--- config.mk ---
export PLATFORM = sky130hd
export DESIGN_NAME = scaled_matrix_multiply
export DESIGN_NICKNAME = d
export VERILOG_FILES = /design/src/sv/smm_pkg.sv /design/src/sv/smm_ctrl.sv /design/src/sv/smm_datapath.sv /design/src/sv/scaled_matrix_multiply.sv
export SDC_FILE = /design/constraint.sdc
export NUM_CORES = 2
export LEC_CHECK = 0
export BUFFER_PORTS_ARGS = -buffer_cell sky130_fd_sc_hd__buf_4
export CAP_MARGIN = 20
export CELL_PAD_IN_SITES_DETAIL_PLACEMENT = 2
export CELL_PAD_IN_SITES_GLOBAL_PLACEMENT = 2
export CORE_MARGIN = 5
export CORE_UTILIZATION = 30
export CTS_BUF_LIST = sky130_fd_sc_hd__clkbuf_8
export CTS_CLUSTER_DIAMETER = 50
export DETAILED_ROUTE_END_ITERATION = 10
export PLACE_DENSITY_LB_ADDON = 0.1
export SLEW_MARGIN = 30
export SYNTH_ARGS = -nofsm -noshare
export SYNTH_HDL_FRONTEND = slang
export SYNTH_HIERARCHICAL = 1
export SYNTH_SLANG_ARGS = --single-unit
export TNS_END_PERCENT = 1
--- constraint.sdc ---
create_clock -name clk -period 8.1 [get_ports clk]
set_input_delay 2.025 -clock clk [delete_from_list [all_inputs] [get_ports clk]]
set_output_delay 2.025 -clock clk [all_outputs]
set_load 0.05 [all_outputs]
--- src/sv/smm_pkg.sv ---
// Shared constants, types and helper functions of the scaled matrix multiply.
// Used by the controller, the datapath, the top level and the checker.
package smm_pkg;

  localparam int MAX_DIM     = 8;
  localparam int ELEM_WIDTH  = 16;
  localparam int IDX_W       = $clog2(MAX_DIM);
  localparam int DEPTH       = MAX_DIM * MAX_DIM;
  localparam int ADDR_W      = $clog2(DEPTH);

  localparam int FIELD_IDX_W = 3;
  localparam int VALUE_IN_W  = 16;
  localparam int OPCODE_W    = 2;
  localparam int DIM_W       = 4;
  localparam int CFG_IDX_W   = 2;
  localparam int ACC_W       = 35;
  localparam int VAL_W       = 36;
  localparam int SUM_W       = 64;
  localparam int IN_TDATA_W  = 24;
  localparam int OUT_TDATA_W = 48;

  localparam logic [DIM_W-1:0] DIM_RESET = DIM_W'(8);

  localparam logic [OPCODE_W-1:0] OP_LOAD_A  = 2'd0;
  localparam logic [OPCODE_W-1:0] OP_LOAD_B  = 2'd1;
  localparam logic [OPCODE_W-1:0] OP_COMPUTE = 2'd2;

  localparam logic [CFG_IDX_W-1:0] CFG_ROWS_A     = 2'd0;
  localparam logic [CFG_IDX_W-1:0] CFG_INNER_SIZE = 2'd1;
  localparam logic [CFG_IDX_W-1:0] CFG_COLS_B     = 2'd2;

  typedef enum logic [1:0] {
    ST_IDLE,
    ST_ISSUE,
    ST_DRAIN,
    ST_EMIT
  } smm_state_t;

  // Commands from the controller to the datapath.
  typedef struct packed {
    logic                   wr_a;
    logic                   wr_b;
    logic                   issue;
    logic [FIELD_IDX_W-1:0] rd_i;
    logic [FIELD_IDX_W-1:0] rd_k;
    logic [FIELD_IDX_W-1:0] rd_j;
    logic                   acc_clr;
    logic                   out_load;
    logic                   out_last;
  } smm_cmd_t;

  // Status from the datapath back to the controller.
  typedef struct packed {
    logic pipe_busy;
    logic out_free;
  } smm_sts_t;

  function automatic logic [DIM_W-1:0] clamp_dim(input logic [DIM_W-1:0] d);
    logic [DIM_W-1:0] res;
    res = (32'(d) > MAX_DIM) ? DIM_W'(MAX_DIM) : d;
    return res;
  endfunction

  function automatic logic [ADDR_W-1:0] addr_of(input logic [FIELD_IDX_W-1:0] row,
                                                input logic [FIELD_IDX_W-1:0] col);
    logic [31:0] lin;
    lin = 32'(row) * MAX_DIM + 32'(col);
    return lin[ADDR_W-1:0];
  endfunction

  function automatic logic in_range(input logic [FIELD_IDX_W-1:0] row,
                                    input logic [FIELD_IDX_W-1:0] col);
    logic ok;
    ok = (32'(row) < MAX_DIM) && (32'(col) < MAX_DIM);
    return ok;
  endfunction

  // The loaded Q8.8 value is sign-extended and then cut to the store width.
  function automatic logic [ELEM_WIDTH-1:0] elem_of(input logic signed [VALUE_IN_W-1:0] v);
    logic signed [SUM_W-1:0] w;
    w = SUM_W'(v);
    return w[ELEM_WIDTH-1:0];
  endfunction

endpackage

--- src/sv/smm_ctrl.sv ---
// Controller of the scaled matrix multiply: configuration registers, input
// handshake and the row/column/inner sequencer. Depends on smm_pkg.
module smm_ctrl (
  input  logic                            clk,
  input  logic                            rst_n,
  input  logic                            in_tvalid,
  output logic                            in_tready,
  input  logic [smm_pkg::OPCODE_W-1:0]    in_tuser,
  input  logic                            cfg_we,
  input  logic [smm_pkg::CFG_IDX_W-1:0]   cfg_index,
  input  logic [smm_pkg::DIM_W-1:0]       cfg_data,
  input  smm_pkg::smm_sts_t               sts,
  output smm_pkg::smm_cmd_t               cmd
);

  smm_pkg::smm_state_t state_r, state_nxt;

  logic [smm_pkg::DIM_W-1:0] rows_a_r, inner_size_r, cols_b_r;
  logic [smm_pkg::IDX_W-1:0] i_r, j_r, k_r;
  logic [smm_pkg::IDX_W-1:0] i_nxt, j_nxt, k_nxt;

  logic [smm_pkg::DIM_W-1:0] dim_m, dim_k, dim_n;
  logic accept, start, k_last, i_last, j_last;

  assign dim_m = smm_pkg::clamp_dim(rows_a_r);
  assign dim_k = smm_pkg::clamp_dim(inner_size_r);
  assign dim_n = smm_pkg::clamp_dim(cols_b_r);

  assign in_tready = (state_r == smm_pkg::ST_IDLE);
  assign accept    = in_tvalid && in_tready;
  // A compute item with no rows or no columns leaves the block idle.
  assign start     = accept && (in_tuser == smm_pkg::OP_COMPUTE) &&
                     (dim_m != '0) && (dim_n != '0);

  assign k_last = (smm_pkg::DIM_W'(k_r) + smm_pkg::DIM_W'(1)) == dim_k;
  assign i_last = (smm_pkg::DIM_W'(i_r) + smm_pkg::DIM_W'(1)) == dim_m;
  assign j_last = (smm_pkg::DIM_W'(j_r) + smm_pkg::DIM_W'(1)) == dim_n;

  always_comb begin
    state_nxt = state_r;
    unique case (state_r)
      smm_pkg::ST_IDLE: begin
        if (start) begin
          state_nxt = (dim_k != '0) ? smm_pkg::ST_ISSUE : smm_pkg::ST_DRAIN;
        end
      end
      smm_pkg::ST_ISSUE: begin
        if (k_last) begin
          state_nxt = smm_pkg::ST_DRAIN;
        end
      end
      smm_pkg::ST_DRAIN: begin
        if (!sts.pipe_busy) begin
          state_nxt = smm_pkg::ST_EMIT;
        end
      end
      smm_pkg::ST_EMIT: begin
        if (sts.out_free) begin
          if (i_last && j_last) begin
            state_nxt = smm_pkg::ST_IDLE;
          end else if (dim_k != '0) begin
            state_nxt = smm_pkg::ST_ISSUE;
          end else begin
            state_nxt = smm_pkg::ST_DRAIN;
          end
        end
      end
      default: state_nxt = smm_pkg::ST_IDLE;
    endcase
  end

  always_comb begin
    cmd          = '0;
    cmd.wr_a     = accept && (in_tuser == smm_pkg::OP_LOAD_A);
    cmd.wr_b     = accept && (in_tuser == smm_pkg::OP_LOAD_B);
    cmd.rd_i     = smm_pkg::FIELD_IDX_W'(i_r);
    cmd.rd_k     = smm_pkg::FIELD_IDX_W'(k_r);
    cmd.rd_j     = smm_pkg::FIELD_IDX_W'(j_r);
    cmd.out_last = i_last && j_last;
    unique case (state_r)
      smm_pkg::ST_IDLE:  cmd.acc_clr = 1'b1;
      smm_pkg::ST_ISSUE: cmd.issue = 1'b1;
      smm_pkg::ST_DRAIN: cmd.issue = 1'b0;
      smm_pkg::ST_EMIT: begin
        cmd.out_load = sts.out_free;
        cmd.acc_clr  = sts.out_free;
      end
      default: cmd.issue = 1'b0;
    endcase
  end

  always_comb begin
    i_nxt = i_r;
    j_nxt = j_r;
    k_nxt = k_r;
    unique case (state_r)
      smm_pkg::ST_IDLE: begin
        if (start) begin
          i_nxt = '0;
          j_nxt = '0;
          k_nxt = '0;
        end
      end
      smm_pkg::ST_ISSUE: begin
        k_nxt = k_last ? '0 : k_r + smm_pkg::IDX_W'(1);
      end
      smm_pkg::ST_DRAIN: k_nxt = '0;
      smm_pkg::ST_EMIT: begin
        if (sts.out_free && !(i_last && j_last)) begin
          if (j_last) begin
            j_nxt = '0;
            i_nxt = i_r + smm_pkg::IDX_W'(1);
          end else begin
            j_nxt = j_r + smm_pkg::IDX_W'(1);
          end
        end
      end
      default: k_nxt = '0;
    endcase
  end

  always_ff @(posedge clk) begin
    if (!rst_n) begin
      state_r <= smm_pkg::ST_IDLE;
      i_r     <= '0;
      j_r     <= '0;
      k_r     <= '0;
    end else begin
      state_r <= state_nxt;
      i_r     <= i_nxt;
      j_r     <= j_nxt;
      k_r     <= k_nxt;
    end
  end

  always_ff @(posedge clk) begin
    if (!rst_n) begin
      rows_a_r     <= smm_pkg::DIM_RESET;
      inner_size_r <= smm_pkg::DIM_RESET;
      cols_b_r     <= smm_pkg::DIM_RESET;
    end else if (cfg_we) begin
      unique case (cfg_index)
        smm_pkg::CFG_ROWS_A:     rows_a_r     <= cfg_data;
        smm_pkg::CFG_INNER_SIZE: inner_size_r <= cfg_data;
        smm_pkg::CFG_COLS_B:     cols_b_r     <= cfg_data;
        default:                 rows_a_r     <= rows_a_r;
      endcase
    end
  end

endmodule

--- src/sv/smm_datapath.sv ---
// Datapath of the scaled matrix multiply: the two element stores, the
// multiply-accumulate pipeline and the output register. Depends on smm_pkg.
module smm_datapath (
  input  logic                                clk,
  input  logic                                rst_n,
  input  smm_pkg::smm_cmd_t                   cmd,
  output smm_pkg::smm_sts_t                   sts,
  input  logic [smm_pkg::IN_TDATA_W-1:0]      in_tdata,
  output logic                                out_tvalid,
  input  logic                                out_tready,
  output logic [smm_pkg::OUT_TDATA_W-1:0]     out_tdata,
  output logic                                out_tlast
);

  logic [smm_pkg::ELEM_WIDTH-1:0] mem_a [smm_pkg::DEPTH];
  logic [smm_pkg::ELEM_WIDTH-1:0] mem_b [smm_pkg::DEPTH];

  logic [smm_pkg::FIELD_IDX_W-1:0]       in_row, in_col;
  logic signed [smm_pkg::VALUE_IN_W-1:0] in_val;
  logic [smm_pkg::ADDR_W-1:0]            wr_addr, rd_addr_a, rd_addr_b;
  logic                                  wr_ok;

  logic signed [smm_pkg::ELEM_WIDTH-1:0]   rd_a_r, rd_b_r;
  logic signed [2*smm_pkg::ELEM_WIDTH-1:0] prod_full;
  logic signed [smm_pkg::SUM_W-1:0]        prod_ext;
  logic [smm_pkg::ACC_W-1:0]               prod_r, prod_nxt, acc_r, acc_nxt;
  logic                                    v1_r, v2_r;

  logic                             out_valid_r, out_valid_nxt, out_last_r;
  logic [smm_pkg::FIELD_IDX_W-1:0]  out_row_r, out_col_r;
  logic [smm_pkg::VAL_W-1:0]        out_val_r, out_val_nxt;

  assign in_row = in_tdata[smm_pkg::FIELD_IDX_W-1:0];
  assign in_col = in_tdata[2*smm_pkg::FIELD_IDX_W-1:smm_pkg::FIELD_IDX_W];
  assign in_val = in_tdata[2*smm_pkg::FIELD_IDX_W +: smm_pkg::VALUE_IN_W];

  assign wr_addr   = smm_pkg::addr_of(in_row, in_col);
  assign wr_ok     = smm_pkg::in_range(in_row, in_col);
  assign rd_addr_a = smm_pkg::addr_of(cmd.rd_i, cmd.rd_k);
  assign rd_addr_b = smm_pkg::addr_of(cmd.rd_k, cmd.rd_j);

  always_ff @(posedge clk) begin
    if (cmd.wr_a && wr_ok) begin
      mem_a[wr_addr] <= smm_pkg::elem_of(in_val);
    end
    rd_a_r <= mem_a[rd_addr_a];
  end

  always_ff @(posedge clk) begin
    if (cmd.wr_b && wr_ok) begin
      mem_b[wr_addr] <= smm_pkg::elem_of(in_val);
    end
    rd_b_r <= mem_b[rd_addr_b];
  end

  // Only the low bits of the sum matter, as the result is taken modulo its width.
  assign prod_full = rd_a_r * rd_b_r;
  assign prod_ext  = smm_pkg::SUM_W'(prod_full);
  assign prod_nxt  = prod_ext[smm_pkg::ACC_W-1:0];

  always_comb begin
    acc_nxt = acc_r;
    if (cmd.acc_clr) begin
      acc_nxt = '0;
    end else if (v2_r) begin
      acc_nxt = acc_r + prod_r;
    end
  end

  assign out_val_nxt = smm_pkg::VAL_W'(0) - {acc_r, 1'b0};

  always_comb begin
    out_valid_nxt = out_valid_r;
    if (cmd.out_load) begin
      out_valid_nxt = 1'b1;
    end else if (out_tready) begin
      out_valid_nxt = 1'b0;
    end
  end

  always_ff @(posedge clk) begin
    if (!rst_n) begin
      v1_r        <= 1'b0;
      v2_r        <= 1'b0;
      out_valid_r <= 1'b0;
    end else begin
      v1_r        <= cmd.issue;
      v2_r        <= v1_r;
      out_valid_r <= out_valid_nxt;
    end
  end

  always_ff @(posedge clk) begin
    prod_r <= prod_nxt;
    acc_r  <= acc_nxt;
    if (cmd.out_load) begin
      out_row_r  <= cmd.rd_i;
      out_col_r  <= cmd.rd_j;
      out_val_r  <= out_val_nxt;
      out_last_r <= cmd.out_last;
    end
  end

  assign sts.pipe_busy = v1_r || v2_r;
  assign sts.out_free  = !out_valid_r || out_tready;

  assign out_tvalid = out_valid_r;
  assign out_tlast  = out_last_r;
  assign out_tdata  = {{(smm_pkg::OUT_TDATA_W - 2*smm_pkg::FIELD_IDX_W - smm_pkg::VAL_W){1'b0}},
                       out_val_r, out_col_r, out_row_r};

endmodule

--- src/sv/scaled_matrix_multiply.sv ---
// Scaled matrix multiply, C = -2 * A * B, signed Q8.8 in and Q20.16 out.
// Top level joining the controller and the datapath. Depends on smm_pkg.
//
// Usage:
//   The input channel carries an opcode in in_tuser: load an element of A,
//   load an element of B, or compute. Loads take one transfer per cycle while the
//   block is idle and write the element store at row*MAX_DIM+col; a load outside
//   the matrix range or an unused opcode is dropped. A compute transfer walks the
//   stores and sends every element of C in row-major order on the output
//   channel, with out_tlast on the final element.
//   Each result element is built by store reads for each inner index through
//   the single read port of each store, then the read, multiply and accumulate
//   pipeline drains and the element is loaded into the output register. With an
//   inner size of zero no store reads are issued.
//   in_tready is low while a compute runs. If the receiver stalls, the
//   finished element waits in the output register and the walk pauses.
//   Reset restores every dimension register to 8 and empties the pipeline
//   and output register; the stores keep no reset and must be loaded first.
//   Dimension registers are written on the cfg port; the user must do so only
//   while the block is idle, as the block itself does not enforce it.
module scaled_matrix_multiply (
  input  logic                              clk,
  input  logic                              rst_n,
  input  logic                              in_tvalid,
  output logic                              in_tready,
  // in_tdata, lowest bit up: row_index[2:0], col_index[5:3], element_value[21:6], zero
  input  logic [smm_pkg::IN_TDATA_W-1:0]    in_tdata,
  // in_tuser: opcode[1:0]
  input  logic [smm_pkg::OPCODE_W-1:0]      in_tuser,
  output logic                              out_tvalid,
  input  logic                              out_tready,
  // out_tdata, lowest bit up: out_row[2:0], out_col[5:3], product_value[41:6], zero
  output logic [smm_pkg::OUT_TDATA_W-1:0]   out_tdata,
  output logic                              out_tlast,
  input  logic                              cfg_we,
  input  logic [smm_pkg::CFG_IDX_W-1:0]     cfg_index,
  input  logic [smm_pkg::DIM_W-1:0]         cfg_data
);

  smm_pkg::smm_cmd_t cmd;
  smm_pkg::smm_sts_t sts;

  smm_ctrl u_ctrl (
    .clk       (clk),
    .rst_n     (rst_n),
    .in_tvalid (in_tvalid),
    .in_tready (in_tready),
    .in_tuser  (in_tuser),
    .cfg_we    (cfg_we),
    .cfg_index (cfg_index),
    .cfg_data  (cfg_data),
    .sts       (sts),
    .cmd       (cmd)
  );

  smm_datapath u_datapath (
    .clk        (clk),
    .rst_n      (rst_n),
    .cmd        (cmd),
    .sts        (sts),
    .in_tdata   (in_tdata),
    .out_tvalid (out_tvalid),
    .out_tready (out_tready),
    .out_tdata  (out_tdata),
    .out_tlast  (out_tlast)
  );

endmodule

==> summary.md <==
| Metric | Value |
|---|---|
| Row count | `207` |
| Clock Path Buffers | `4` |
| Cells along the critical path | `nand2_1 > inv_1 > fa_1 > fa_1 > fa_1 > fa_1 > fa_1 > inv_1 > fa_1 > inv_1 > ha_1 > a2111oi_0 > o21ai_0 > o31ai_1 > a31oi_1 > a211o_1 > a21oi_1 > xnor2_1` |
| Critical Path AT | `around 8 ns` |
| Port Buf Inserts | `between 70 and 80` |
| Crit Path Class | `reg2reg` |
| Max-slew headroom | `0.3334` |
| CP most frequent cell | `fa_1` |
| Reg2reg end | `u_datapath/prod_r[31]$_DFF_P_` |
| Synthesized area per cell | `about 19 sq um` |
| Largest net degree at the start of global routing | `between 100 and 150` |
| Gr usage total | `0.1636` |
| Final setup violation count | `0` |
| Main synth FF type | `edfxtp_1` |
| H-tree level count | `5` |
| Die width | `between 500 and 600 um` |
| Most frequent cells after synthesis | `2,090 x edfxtp_1, 672 x mux4_2, 308 x inv_1` |
| CP peak stage delay | `0.77 ns` |
| Post-DR vias/cell | `4.881` |
| VDD IR-drop max | `a little under 0.0008 V` |
| Placer Congestion | `0.7133` |
| Synth cell types | `84` |
| Final Critical Period | `6.904 ns` |
| Async S/R FF share, synth | `0` |
| Critical R2R Launch | `u_datapath/rd_b_r[1]$_DFF_P_` |
| Leak Pwr | `36.22 nW` |
| Maximum fanout along the worst path | `16` |
| Most numerous cell in the Yosys netlist | `edfxtp_1` |
| Worst clock skew | `~0.09 ns` |
| Power per Cell Area | `420.7 nW/um^2` |
| Final Net Count | `just under 6,000` |
| Reg-to-reg setup timing slack | `1.20 ns` |
| Seq pwr share | `0.290` |
| Vias | `48,304` |
| Initial antenna violation count | `31` |
| Crit. End Element | `flip-flop` |
| Post-CTS sizing | `0` |
| Cts hold-fix bufs | `0` |
| Initial DRT Pass Iterations | `7` |
| DRC | `0` |
| GRT overflow | `0` |
| Final Util | `0.3466` |
| Hold crit path type | `reg2reg` |
| Detailed Route WL | `273,700 um` |
| Tcrit/Tclk final | `0.8523` |
| Die Span Y | `575 um` |
| Worst-path clk slew | `roughly 0.060 ns` |
| Overall power | `46.38 mW` |
| Initial Utilization | `0.3011` |
| First-pass GRT wire length | `a little under 400,000 um` |
| Post-synth top area share | `0.6553` |
| Status | `completed` |
| Hold path start | `u_datapath/v1_r$_SDFF_PN0_` |
| Max Slew Vio Count | `0` |
| Synth top area cells | `edfxtp_1 66%, mux4_2 16%, fa_1 5.5%` |
| Internal power | `27.98 mW` |
| Gate Count Post-Synth | `4,920` |
| Routed WL per cell | `27.66 um` |
| Leading area contributor after synthesis | `edfxtp_1` |
| Sequential fraction of the synthesis area | `0.6815` |
| Hold depth | `1` |
| Type of origin of the critical path | `flip-flop` |
| Number of flops mapped to enable cells by yosys | `between 2,000 and 2,500` |
| Number of global-route vias before repair | `54,436` |
| Area of the mapped netlist | `between 90,000 and 100,000 sq um` |
| Setup repair bufs after CTS | `0` |
| Hold EP | `u_datapath/v2_r$_SDFF_PN0_` |
| Root Driver | `clkbuf_8` |
| Comb pwr share | `0.490` |
| Post-route ant nets | `0` |
| Worst path required time | `8.97 ns` |
| Layout cells sized above 1 | `0.2683` |
| CTS tree | `done` |
| FF-to-FF path depth | `18` |
| Seq cells post-synth | `2,215` |
| Clock sink total | `2,215` |
| Worst-Skew Late Latency | `1.06 ns` |
| Fmax achieved | `144.9 MHz` |
| Switching Share | `0.3967` |
| Worst-Margin Slew | `roughly 1.0 ns` |
| Core area | `318,100 sq um` |
| Clock Power Share | `0.220` |
| Hpwl dp | `167,900 um` |
| Switch Pwr | `around 18 mW` |
| DR iter-0 viols | `3,077` |
| Max-Cap Viols | `0` |
| Synthesis-to-finish area growth | `15.09%` |
| IO Count | `88` |
| Final hold vios | `0` |
| Slowest CP cell | `dfxtp_1` |
| Cts bufs inserted | `408` |
| Sum of negative setup slack | `0 ns` |
| Yosys Warn Count | `6` |
| Die ar. | `330,600 sq um` |
| RSZ-0062 raised after global routing | `false` |
[cell families (layout without fill, tap and decap cells)]
logic type                 after synthesis  after routing  synth area share
muxes                                  704            704            0.1614
xor gates and xnor gates                84             84          0.007682
DFF                                   2215           2215            0.6815
and+or+nand+nor                        761            761           0.04006
adders and majority gates              387            387           0.07118
other                                    1             25        0.00003916
AOI/OAI and AO/OA                      235            235           0.01663
buffers and inverters                  533           1306           0.02156
[final cells by class]
| class | count | area [sq um] |
|---|---|---|
| clock buffers | 425 | 5849 |
| diodes | 18 | 45.04 |
| clock inverters | 308 | 1836 |
| well taps | 4180 | 5230 |
| inverters | 308 | 1156 |
| repair buffers | 265 | 2136 |
| multi-input cells | 2178 | 28680 |
| flip-flops and latches | 2215 | 65300 |
| fillers | 31027 | 207800 |
[cell usage in the layout, fill, tap and decap left out, types with 115 or more instances in the layout]
cell	netlist	routed
edfxtp_1	2090	2090
inv_1	308	461
buf_4	7	249
clkbuf_8	0	425
nor2_1	215	164
fa_1	263	263
dfxtp_1	125	115
mux4_2	672	672
ha_1	124	124
nand2_1	182	180
and2_1	130	130
[registers in the layout, indices dropped and copies added (netlist names)]
name                   flops
u_datapath/mem_a        1024
u_datapath/mem_b        1024
u_datapath/acc_r          35
u_datapath/out_val_r      35
u_datapath/prod_r         32
u_datapath/rd_a_r         16
u_datapath/rd_b_r         16
u_ctrl/cols_b_r            4
u_ctrl/inner_size_r        4
u_ctrl/rows_a_r            4
u_ctrl/i_r                 3
u_ctrl/j_r                 3
u_ctrl/k_r                 3
u_datapath/out_col_r       3
u_datapath/out_row_r       3
u_ctrl/state_r             2
u_datapath/out_tlast       1
u_datapath/out_tvalid      1
u_datapath/v1_r            1
u_datapath/v2_r            1
[worst max-delay path by stage]
| stage | endpoint | slack, ns | cells past startpoint | startpoint |
|---|---|---|---|---|
| final | u_datapath/prod_r[31]$_DFF_P_ | 1.20 | 18 | u_datapath/rd_b_r[1]$_DFF_P_ |
| after global routing | u_datapath/prod_r[31]$_DFF_P_ | 0.66 | 18 | u_datapath/rd_b_r[1]$_DFF_P_ |
| after CTS | u_datapath/prod_r[31]$_DFF_P_ | 0.98 | 18 | u_datapath/rd_b_r[1]$_DFF_P_ |
| after detailed placement | u_datapath/prod_r[31]$_DFF_P_ | 0.95 | 18 | u_datapath/rd_b_r[1]$_DFF_P_ |
| after global placement | u_datapath/prod_r[31]$_DFF_P_ | 1.05 | 18 | u_datapath/rd_b_r[1]$_DFF_P_ |
| after floorplan | u_datapath/prod_r[31]$_DFF_P_ | 1.90 | 20 | u_datapath/rd_a_r[15]$_DFF_P_ |
[through the flow]
step	setup slack, ns	cell area (sq um)	std cells	hold slack [ns]
floorplan	1.900	95790	4926	0.4209
global placement	1.049	102400	9143	0.4409
detailed placement	0.9494	102400	9144	0.4375
CTS	0.9775	110100	9877	0.4560
global route	0.6603	110200	9886	0.4912
finish	1.196	110200	9897	0.4502
[power by group through the flow]
stage	Clock (mW)	Sequential, mW	Combinational [mW]
final	10.2	13.4	22.7
after global placement	0	13.7	23.0
after floorplan	0	13.6	16.9
after detailed placement	0	13.7	23.4
after global routing	11.2	13.5	26.0
after CTS	10.7	13.5	23.5
[worst max-delay path, delay by kind of cell, from the launching register on]
| family | cells | cell delay [ns] |
|---|---|---|
| compound gates | 6 | 1.65 |
| xor+xnor | 1 | 0.08 |
| simple gates | 1 | 0.23 |
| flops | 1 | 0.77 |
| fa+ha+maj | 7 | 3.77 |
| buf+inv | 3 | 0.27 |
[routing by layer]
layer	share of wire	wire, um	track usage
met1	0.46	125200	0.2297
met2	0.48	130000	0.2656
met3	0.047	12780	0.02616
met4	0.021	5718	0.04233
met5	0.00014	38	0
(Power assumes the default switching activity.)
